$ cat config.mk
export PLATFORM = sky130hd
export DESIGN_NAME = halfsiphash_2_4_stream
export DESIGN_NICKNAME = d
export VERILOG_FILES = /design/src/sv/hsh_pkg.sv /design/src/sv/hsh_compress.sv /design/src/sv/hsh_final.sv /design/src/sv/halfsiphash_2_4_stream.sv
export SDC_FILE = /design/constraint.sdc
export NUM_CORES = 2
export LEC_CHECK = 0
export BUFFER_PORTS_ARGS = -buffer_cell sky130_fd_sc_hd__buf_2
export CAP_MARGIN = 30
export CORE_MARGIN = 5
export CORE_UTILIZATION = 30
export CTS_BUF_LIST = sky130_fd_sc_hd__clkbuf_16
export CTS_CLUSTER_DIAMETER = 30
export DETAILED_ROUTE_END_ITERATION = 8
export SYNTH_ARGS = -nofsm -noshare
export SYNTH_HDL_FRONTEND = slang
export SYNTH_SLANG_ARGS = --single-unit
export TNS_END_PERCENT = 20
$ cat constraint.sdc
create_clock -name clk -period 13.5 [get_ports clk]
set_input_delay 1.35 -clock clk [delete_from_list [all_inputs] [get_ports clk]]
set_output_delay 1.35 -clock clk [all_outputs]
set_load 0.005 [all_outputs]
$ cat src/sv/hsh_pkg.sv
// Package for the HalfSipHash-2-4 stream block: round counts, lane types, round functions.
package hsh_pkg;

  // Round counts of HalfSipHash-2-4
  localparam int COMPRESS_ROUNDS  = 2;
  localparam int FINAL_ROUNDS     = 4;
  // Finalization rounds done per pipeline stage
  localparam int ROUNDS_PER_GROUP = 2;
  localparam int FIN_GROUPS       = (FINAL_ROUNDS + ROUNDS_PER_GROUP - 1) / ROUNDS_PER_GROUP;

  typedef logic [31:0] word_t;
  typedef logic [63:0] key_t;
  typedef logic [7:0]  len_t;
  typedef logic [2:0]  nbytes_t;

  // Lane initialization constants and finalization marker
  localparam word_t INIT_TWO   = 32'h6c796765;
  localparam word_t INIT_THREE = 32'h74656462;
  localparam word_t FIN_MARK   = 32'h000000ff;
  localparam nbytes_t FULL_WORD = 3'd4;

  typedef struct packed {
    word_t v0;
    word_t v1;
    word_t v2;
    word_t v3;
  } lanes_t;

  // Handoff from the compression stage to the finalization pipeline
  typedef struct packed {
    lanes_t lanes;
    word_t  block;
  } fin_item_t;

  function automatic word_t rotl(input word_t x, input int unsigned r);
    return (x << r) | (x >> (32 - r));
  endfunction

  function automatic lanes_t sip_round(input lanes_t l_in);
    lanes_t l;
    l = l_in;
    l.v0 = l.v0 + l.v1;
    l.v1 = rotl(l.v1, 5) ^ l.v0;
    l.v0 = rotl(l.v0, 16);
    l.v2 = l.v2 + l.v3;
    l.v3 = rotl(l.v3, 8) ^ l.v2;
    l.v0 = l.v0 + l.v3;
    l.v3 = rotl(l.v3, 7) ^ l.v0;
    l.v2 = l.v2 + l.v1;
    l.v1 = rotl(l.v1, 13) ^ l.v2;
    l.v2 = rotl(l.v2, 16);
    return l;
  endfunction

  // Mix one 32-bit block into the lanes
  function automatic lanes_t absorb(input lanes_t l_in, input word_t blk);
    lanes_t l;
    l = l_in;
    l.v3 = l.v3 ^ blk;
    for (int i = 0; i < COMPRESS_ROUNDS; i++) begin
      l = sip_round(l);
    end
    l.v0 = l.v0 ^ blk;
    return l;
  endfunction

  // One stage worth of finalization rounds; the last group may be short
  function automatic lanes_t final_group(input lanes_t l_in, input int g);
    lanes_t l;
    l = l_in;
    for (int i = 0; i < ROUNDS_PER_GROUP; i++) begin
      if (g * ROUNDS_PER_GROUP + i < FINAL_ROUNDS) begin
        l = sip_round(l);
      end
    end
    return l;
  endfunction

endpackage

$ cat src/sv/hsh_compress.sv
// Input register, key register and lane state; absorbs one message word per cycle while in_stall is low.
module hsh_compress (
  input  logic               clk,
  input  logic               rst_n,
  input  logic               cfg_valid,
  input  hsh_pkg::key_t      cfg_hash_key,
  input  logic               in_valid,
  output logic               in_stall,
  input  hsh_pkg::word_t     in_message_word,
  input  hsh_pkg::nbytes_t   in_valid_bytes,
  input  logic               in_last_word,
  output logic               fin_valid,
  input  logic               fin_ready,
  output hsh_pkg::fin_item_t fin_item
);
  import hsh_pkg::*;

  key_t    key_r;
  logic    in_vld_r;
  word_t   word_r;
  nbytes_t vb_r;
  logic    last_r;
  lanes_t  lanes_r;
  len_t    len_r;
  logic    open_r;

  logic    fire;
  nbytes_t vb_sat;
  lanes_t  base_lanes;
  lanes_t  abs_lanes;
  len_t    base_len;
  len_t    fin_len;
  word_t   tail_mask;

  // A last word can only move on when the finalization pipe takes it
  assign fire     = in_vld_r && (!last_r || fin_ready);
  assign in_stall = in_vld_r && !fire;

  // Key register, to be written only while idle; the block itself does not enforce this
  always_ff @(posedge clk) begin
    if (!rst_n) begin
      key_r <= '0;
    end else if (cfg_valid) begin
      key_r <= cfg_hash_key;
    end
  end

  // Input register
  always_ff @(posedge clk) begin
    if (!rst_n) begin
      in_vld_r <= 1'b0;
    end else if (!in_stall) begin
      in_vld_r <= in_valid;
    end
  end

  always_ff @(posedge clk) begin
    if (in_valid && !in_stall) begin
      word_r <= in_message_word;
      vb_r   <= in_valid_bytes;
      last_r <= in_last_word;
    end
  end

  // Compression datapath
  always_comb begin
    vb_sat = (vb_r > FULL_WORD) ? FULL_WORD : vb_r;

    // A new message starts from the key
    if (open_r) begin
      base_lanes = lanes_r;
      base_len   = len_r;
    end else begin
      base_lanes.v0 = key_r[31:0];
      base_lanes.v1 = key_r[63:32];
      base_lanes.v2 = INIT_TWO ^ key_r[31:0];
      base_lanes.v3 = INIT_THREE ^ key_r[63:32];
      base_len      = '0;
    end

    // Full words are absorbed here; a partial last word only feeds the tail block
    if (!last_r || vb_sat == FULL_WORD) begin
      abs_lanes = absorb(base_lanes, word_r);
    end else begin
      abs_lanes = base_lanes;
    end

    case (vb_sat)
      3'd0:    tail_mask = 32'h00000000;
      3'd1:    tail_mask = 32'h000000ff;
      3'd2:    tail_mask = 32'h0000ffff;
      3'd3:    tail_mask = 32'h00ffffff;
      default: tail_mask = 32'h00000000;
    endcase

    fin_len              = base_len + {5'd0, vb_sat};
    fin_item.lanes       = abs_lanes;
    fin_item.block       = {fin_len, 24'd0} | (word_r & tail_mask);
  end

  assign fin_valid = in_vld_r && last_r;

  // Lane state and message bookkeeping
  always_ff @(posedge clk) begin
    if (!rst_n) begin
      open_r <= 1'b0;
    end else if (fire) begin
      open_r <= !last_r;
    end
  end

  always_ff @(posedge clk) begin
    if (fire) begin
      lanes_r <= abs_lanes;
      len_r   <= base_len + 8'd4;
    end
  end

endmodule

$ cat src/sv/hsh_final.sv
// Finalization pipeline: tail block absorb, finalization rounds, result register.
module hsh_final (
  input  logic               clk,
  input  logic               rst_n,
  input  logic               fin_valid,
  output logic               fin_ready,
  input  hsh_pkg::fin_item_t fin_item,
  output logic               out_valid,
  input  logic               out_stall,
  output hsh_pkg::word_t     out_hash_value
);
  import hsh_pkg::*;

  fin_item_t           st0_r;
  lanes_t              st_lanes_r [1:FIN_GROUPS];
  logic [FIN_GROUPS:0] st_vld_r;
  logic                out_vld_r;
  word_t               hash_r;

  logic [FIN_GROUPS+1:0] st_rdy;
  lanes_t                st_nxt [1:FIN_GROUPS];
  lanes_t                last_lanes;
  word_t                 hash_nxt;

  // Each stage moves when it is empty or its successor moves
  always_comb begin
    st_rdy[FIN_GROUPS+1] = !out_vld_r || !out_stall;
    for (int j = FIN_GROUPS; j >= 0; j--) begin
      st_rdy[j] = !st_vld_r[j] || st_rdy[j+1];
    end
  end

  assign fin_ready = st_rdy[0];

  // Stage datapaths
  always_comb begin
    st_nxt[1]      = absorb(st0_r.lanes, st0_r.block);
    st_nxt[1].v2   = st_nxt[1].v2 ^ FIN_MARK;
    for (int j = 2; j <= FIN_GROUPS; j++) begin
      st_nxt[j] = final_group(st_lanes_r[j-1], j - 2);
    end
    last_lanes = final_group(st_lanes_r[FIN_GROUPS], FIN_GROUPS - 1);
    hash_nxt   = last_lanes.v1 ^ last_lanes.v3;
  end

  // Valid flags
  always_ff @(posedge clk) begin
    if (!rst_n) begin
      st_vld_r  <= '0;
      out_vld_r <= 1'b0;
    end else begin
      if (st_rdy[0]) begin
        st_vld_r[0] <= fin_valid;
      end
      for (int j = 1; j <= FIN_GROUPS; j++) begin
        if (st_rdy[j]) begin
          st_vld_r[j] <= st_vld_r[j-1];
        end
      end
      if (st_rdy[FIN_GROUPS+1]) begin
        out_vld_r <= st_vld_r[FIN_GROUPS];
      end
    end
  end

  // Stage payloads
  always_ff @(posedge clk) begin
    if (st_rdy[0] && fin_valid) begin
      st0_r <= fin_item;
    end
    for (int j = 1; j <= FIN_GROUPS; j++) begin
      if (st_rdy[j] && st_vld_r[j-1]) begin
        st_lanes_r[j] <= st_nxt[j];
      end
    end
    if (st_rdy[FIN_GROUPS+1] && st_vld_r[FIN_GROUPS]) begin
      hash_r <= hash_nxt;
    end
  end

  assign out_valid      = out_vld_r;
  assign out_hash_value = hash_r;

endmodule

$ cat src/sv/halfsiphash_2_4_stream.sv
// Top level of the keyed HalfSipHash-2-4 message stream hasher.
//
// Usage:
//   cfg_valid/cfg_ready/cfg_hash_key write the 64-bit key (k0 in bits 31:0, k1 in 63:32).
//   cfg_ready is always high. The key is sampled when the first word of a message is
//   absorbed, so write it only while no message is in flight.
//   in_valid/in_stall carry one 32-bit little-endian word per transaction. in_last_word
//   closes the message; in_valid_bytes (0..4, larger values count as 4) applies to it.
//   out_valid/out_stall deliver one 32-bit hash per message, right after its last word.
// Throughput: one word per cycle while in_stall is low, limited by the lane registers,
//   which absorb one word (two SipRounds) per cycle.
// Result path: the last word passes the input register and compression, then a 3-stage
//   finalization pipe and the result register, which holds the hash.
// Reset (rst_n low at a clock edge) empties the pipeline, clears the key and closes
//   any open message.
// Stall: a stalled result holds in the output register; the pipeline keeps taking
//   words until its stages fill, and then raises in_stall only while a last word waits.
module halfsiphash_2_4_stream (
  input  logic             clk,
  input  logic             rst_n,
  input  logic             cfg_valid,
  output logic             cfg_ready,
  input  hsh_pkg::key_t    cfg_hash_key,
  input  logic             in_valid,
  output logic             in_stall,
  input  hsh_pkg::word_t   in_message_word,
  input  hsh_pkg::nbytes_t in_valid_bytes,
  input  logic             in_last_word,
  output logic             out_valid,
  input  logic             out_stall,
  output hsh_pkg::word_t   out_hash_value
);
  import hsh_pkg::*;

  logic      fin_valid;
  logic      fin_ready;
  fin_item_t fin_item;

  assign cfg_ready = 1'b1;

  // Word absorption and lane state
  hsh_compress u_compress (
    .clk             (clk),
    .rst_n           (rst_n),
    .cfg_valid       (cfg_valid),
    .cfg_hash_key    (cfg_hash_key),
    .in_valid        (in_valid),
    .in_stall        (in_stall),
    .in_message_word (in_message_word),
    .in_valid_bytes  (in_valid_bytes),
    .in_last_word    (in_last_word),
    .fin_valid       (fin_valid),
    .fin_ready       (fin_ready),
    .fin_item        (fin_item)
  );

  // Finalization and result register
  hsh_final u_final (
    .clk            (clk),
    .rst_n          (rst_n),
    .fin_valid      (fin_valid),
    .fin_ready      (fin_ready),
    .fin_item       (fin_item),
    .out_valid      (out_valid),
    .out_stall      (out_stall),
    .out_hash_value (out_hash_value)
  );

`ifndef SYNTH
  // Reset empties the result side
  a_reset_empty: assert property (@(posedge clk)
    !rst_n |=> !out_valid && !fin_valid)
    else $error("pipeline not empty after reset");

  // A last word waiting on the finalization pipe keeps its handoff steady
  a_fin_hold: assert property (@(posedge clk) disable iff (!rst_n)
    fin_valid && !fin_ready |=> fin_valid && $stable(fin_item))
    else $error("finalization handoff changed while blocked");

  // With an empty output register, back-pressure cannot reach the input
  a_no_false_stall: assert property (@(posedge clk) disable iff (!rst_n)
    !out_valid |-> !in_stall)
    else $error("input stalled with empty output register");
`endif

endmodule

Word level (Yosys, flattened, before mapping)

Memory sizes are Yosys's and may differ from the RTL's.
Index checks and enable logic that the tools add are counted.
W data, S select, Z words.

Register bits: 434
Memory bits (writable): 256
Input port bits: 105
Output and inout port bits: 35
Memories: 1

Memories:

| name               | words | bits a word | rd ports | clocked after memory_dff | wr ports | RTL line        | text |
|---|---|---|---|---|---|---|---|
| u_final.st_lanes_r | 2     | 128         | 2        | 0                        | 2        | hsh_final.sv:15 | `lanes_t st_lanes_r [1:FIN_GROUPS];` |

Add/subtract/negate cells: 34
Magnitude comparators: 1
Equality and inequality tests: 4
Muxes and demuxes: 9
Bitwise gates (word level): 89
Reductions and logical operators: 22

Operators by type and width:

| operator              | count |
|---|---|
| $xor A32 B32 Y32      | 37 |
| $add A32 B32 Y32      | 32 |
| $or A32 B16 Y32       | 15 |
| $mux W128             | 2 |
| $or A32 B13 Y32       | 8 |
| $or A32 B5 Y32        | 8 |
| $or A32 B7 Y32        | 8 |
| $or A32 B8 Y32        | 8 |
| $pmux W24 S3          | 1 |
| $and A32 B32 Y32      | 1 |
| $or A32 B32 Y32       | 1 |
| $not A18 Y18          | 1 |
| $not A14 Y14          | 1 |
| $add A8 B3 Y8         | 1 |
| $add A8 B3 Y8 const B | 1 |
| $logic_and A1 B1 Y1   | 8 |
| $logic_not A1 Y1      | 8 |
| $mux W8               | 1 |
| $not A8 Y8            | 1 |
| $eq A3 B2 Y1 const B  | 2 |
| $logic_or A1 B1 Y1    | 6 |
| $mux W1               | 4 |
| $eq A3 B1 Y1 const B  | 1 |
| $eq A3 B3 Y1 const B  | 1 |
| 2 further kinds       | 2 |

Depth between registers and ports, before layout

Word-level depth: 12
Gate-level depth with buffers: 60
Mapped depth without buffers: 54

Modules after synthesis

Synthesis repeated with hierarchy kept, for this count alone.

Cells, all modules: 9056
Area, all modules: 82684.3 µm²

Modules (own cells, without submodules):

| module                 | instances | cells an instance | area an instance (µm²) | sequential area each (µm²) |
|---|---|---|---|---|
| hsh_final              | 1         | 6106              | 56889.6                | 13533.0 |
| hsh_compress           | 1         | 2948              | 25783.5                | 6486.2 |
| halfsiphash_2_4_stream | 1         | 2                 | 11.3                   | 0.0 |

Worst setup path before layout

Ideal clock, no wire load.

Path type: input to register
Start: input port out_stall
End: register u_compress.open_r
Arrival time: 13154 ps
Path slack: 240 ps
Stages: 4
Buffers on the path: 0
Path through: and3_1 > and3_1 > a21boi_0 > o221a_2

Word-level cells in the longest chain between the ends: 7

Ends and longest elaborated chain:

| element                          | RTL line                     | text |
|---|---|---|
| from (decl)                      | halfsiphash_2_4_stream.sv:30 | `input logic out_stall,` |
| $logic_not A1 Y1                 | hsh_final.sv:27              | `st_rdy[FIN_GROUPS+1] = !out_vld_r \|\| !out_stall;` |
| $logic_or A1 B1 Y1               | hsh_final.sv:27              |  |
| $logic_or A1 B1 Y1 (3 in series) | hsh_final.sv:29              | `st_rdy[j] = !st_vld_r[j] \|\| st_rdy[j+1];` |
| $logic_or A1 B1 Y1               | hsh_compress.sv:36           | `assign fire = in_vld_r && (!last_r \|\| fin_ready);` |
| $logic_and A1 B1 Y1              | hsh_compress.sv:36           |  |
| named net u_compress.fire        | hsh_compress.sv:27           | `logic fire;` |
| to (signal assigned)             | hsh_compress.sv:108          | `open_r <= !last_r;` |
| to (decl)                        | hsh_compress.sv:25           | `logic open_r;` |

The timed path passes the listed nets, and every way through them passes these cells.
A chain may end at the register's enable or synchronous reset.

==> impl_results.md <==
* Outcome: completed
* Number of clock sinks at 690
* Met1 Resource Use GR at 31.1%
* Hold Crit Class: flip-flop to flip-flop
* Share of cells above drive strength 1 at just under 8%
* CTS buffer count at ~160
* Global routing met3 resource utilization at between 3 and 4%
* GRT Total Usage at 24.7%
* Die Wd at ~530 µm
* CP endpoint kind: flip-flop
* Vert. Die Dim at about 530 µm
* Synthesized flop and latch total at roughly 700
* Remaining antenna violation count at 0
* Yosys cell types at between 100 and 150
* Root buf cell: clkbuf_16
* Hold depth at 2
* Drt drc at 0
* Worst path arrival time at 13.32 ns
* Max-cap violations at 0
* Vias in the first global route at approximately 67000
* Crit path launch type: flip-flop
* Critical path type: flip-flop to flip-flop
* Final Cycle Share at 94.9%
* Ys flop type: edfxtp_1
* Initial antenna violation count at 9
* Yosys warning total at 0
* M2 GR Usage at 39.7%
* Setup Fix Bufs, Post-CTS at 0
* Sequential area share after synthesis at 24.6%
* Crit-path most repeated cell: a21oi_1
* Syn_area_per_cell at approximately 9.3 µm²
* DP HPWL at roughly 320000 µm
* CP Data Required Time at between 10 and 15 ns
* Synthesized area at between 80000 and 90000 µm²
* Post-synth EDFFs at 620
* Cell count after synthesis at between 8000 and 9000
* Unrepaired setup endpoints after global routing: no
* Reg2reg end: u_compress.lanes_r[31]
* Net Count, Synth at ~9900
* Initial Util at approximately 30%
* Placer Congestion at ~1.1
* Slew Limit Fails at 0
* Delay of the slowest critical-path stage at about 0.56 ns
* Clk buf depth at 4
* H-Tree Level Count at 4
* Critical Path Start: u_compress.open_r
* Area after DPL at ~87000 µm²
* Top-area cell type share of the netlist area at a little under a quarter
* R2r startpoint: u_compress.open_r
* Layout Cells excl Fill at roughly 13000
* Busiest layer in global routing: met2
* Cell Rows at approximately 190
* Initial drt markers at around 7500
* Worst path slowest cell: xor2_1
* Setup crit end: u_compress.lanes_r[31]
* Drt first pass iters at 6
* Dominant cell type by area after synthesis: edfxtp_1
* Skew final at about 0.10 ns
* Area contributors post-synth: edfxtp_1 (23%), ha_1 (15%), xnor2_1 (11%)
* Routed WL per cell at roughly 28 µm
* Cell count after placement at 12500
* PortBufs at 138
* DR vias at 70500
* Fin area at between 90000 and 100000 µm²
* Ys async rst share at 0%
* I/O pins at between 100 and 150
* Clock slew at reported path FFs at around 0.050 ns
* CTS tree: built
* First-pass GRT wire length at roughly 500000 µm
* Max Freq at around 78 MHz
* Overflow after GRT at 0
* Total negative slack at 0 ns
* R2r setup slk at slightly below 0.7 ns
* Nets at a little over 10000
* Post-CTS Hold Buffers at 0
* DIE AREA at roughly 280000 µm²
* Worst Max-Slew Pin Slew at around 1.1 ns
* Hold Vio Cnt, Final at 0
* Finish-stage setup viols at 0
* Via density per instance at around 5.5
* Clock latency on the worst-skew pair at between 0.8 and 0.9 ns
* Largest net degree at the start of global routing at 138
* Fill cell count at approximately 28000
* Post-Route WL at about 360000 µm
* Slew HR at roughly a quarter
* Synth-to-Final Area Change at 13.9%
* Core ar. at ~270000 µm²
* Reg2Reg Depth at 47
* Tmin final at around 13 ns
* Worst Path Max Fanout at 23
repair_timing:
action / CTS / global route
hold endpoints to repair: 0 / 0
gates resized for setup: 0 / 6
setup endpoints to repair: 0 / 12
Yosys cell counts, drive strengths merged (79+ instances only):
library cell and count:
xnor2 1031, ha 995, xor2 966, a21oi 810, edfxtp 620, nor2 459, a21o 435, inv 435
nand2 435, o21ai 401, nor2b 199, o21bai 184, o21a 133, nand3 121, nand2b 120, mux2i 104
nor3 98, and3 92, a31oi 80, xnor3 79
cells by family after synthesis:
| group | count (synthesis) | synth area share, % |
|---|---|---|
| muxes | 144 | 1.84 |
| other | 1 | 0.00461 |
| DFF | 690 | 24.6 |
| xor gates and xnor gates | 2101 | 24.6 |
| and+or+nand+nor | 1776 | 10.8 |
| buffers and inverters | 524 | 2.43 |
| AOI/OAI and AO/OA | 2471 | 19.6 |
| adders and majority gates | 1028 | 16.1 |
state kept, by name (all words and copies together) (netlist names):
signal	cells
u_compress.len_r	8
u_compress.last_r	1
u_final.st_vld_r	3
u_compress.key_r	64
u_compress.in_vld_r	1
u_final.st0_r	160
u_final.st_lanes_r	256
u_compress.vb_r	3
u_compress.lanes_r	128
u_compress.word_r	32
u_final.out_valid	1
u_final.out_hash_value	32
u_compress.open_r	1
worst min-delay path by stage:
stage                               from              endpoint
CTS                 u_compress.key_r[35]  u_compress.key_r[35]
global route        u_compress.key_r[56]  u_compress.key_r[56]
finish              u_compress.key_r[55]  u_compress.key_r[55]
detailed placement  u_compress.key_r[32]  u_compress.key_r[32]
floorplan            u_final.st_vld_r[2]     u_final.out_valid
global placement    u_compress.key_r[35]  u_compress.key_r[35]
per-layer routing:
layer / wire, µm / part of all wire, % / vias up
met5: 7 / 0.0019 / -
met2: 161000 / 44 / 3426
met3: 27400 / 7.6 / 831
met1: 146000 / 40 / 33700
li1: - / - / 32500
met4: 27600 / 7.6 / 2
worst max-delay path, delay by kind of cell, from the launching register on:
| family | cells | cell delay (ns) |
|---|---|---|
| AO/OA/AOI/OAI | 24 | 5.94 |
| XOR/XNOR | 7 | 2.19 |
| adder cells (fa/ha/maj) | 5 | 1.73 |
| AND/OR/NAND/NOR | 7 | 1.50 |
| buffers and inverters | 3 | 0.55 |
| flip-flops | 1 | 0.49 |
| multiplexers | 1 | 0.11 |
final cells by class:
class	count	area (µm²)	area share (%)
multi-input cells	7521	59400	64.2
flip-flops and latches	690	20000	21.6
clock inverters	123	1100	1.19
clock buffers	161	4030	4.35
inverters	436	1640	1.77
repair buffers	293	1900	2.05
well taps	3570	4470	4.83
diodes	2	5.00	0.00541
stage by stage:
stage	hold slack, ns	utilization (%)	setup WS [ns]
4_1_cts	0.510	34.2	0.610
3_5_place_dp	0.502	32.3	0.687
5_1_grt	0.548	34.2	0.0871
2_1_floorplan	0.466	-	0.240
3_3_place_gp	0.492	32.3	0.631
6_report	0.509	34.2	0.694
cell usage in the layout, fill, tap and decap left out, types with 40 or more instances in the layout:
cell	instances
xnor2_1	1022
ha_1	995
xor2_1	961
a21oi_1	807
edfxtp_1	620
nor2_1	458
inv_1	442
nand2_1	435
a21o_1	434
o21ai_0	385
nor2b_1	195
o21bai_1	184
clkbuf_16	161
buf_4	153
buf_2	137
o21a_1	132
nand3_1	121
nand2b_1	119
mux2i_1	104
nor3_1	98
and3_1	92
a31oi_1	78
xnor3_1	76
dfxtp_1	69
a211oi_1	60
and2_1	52
nand4_1	47
o31ai_1	42
o211ai_1	41
mux2_2	40
Power is not shown: default switching activity piles up to over one toggle a cycle in this logic, so the estimate is an artifact.
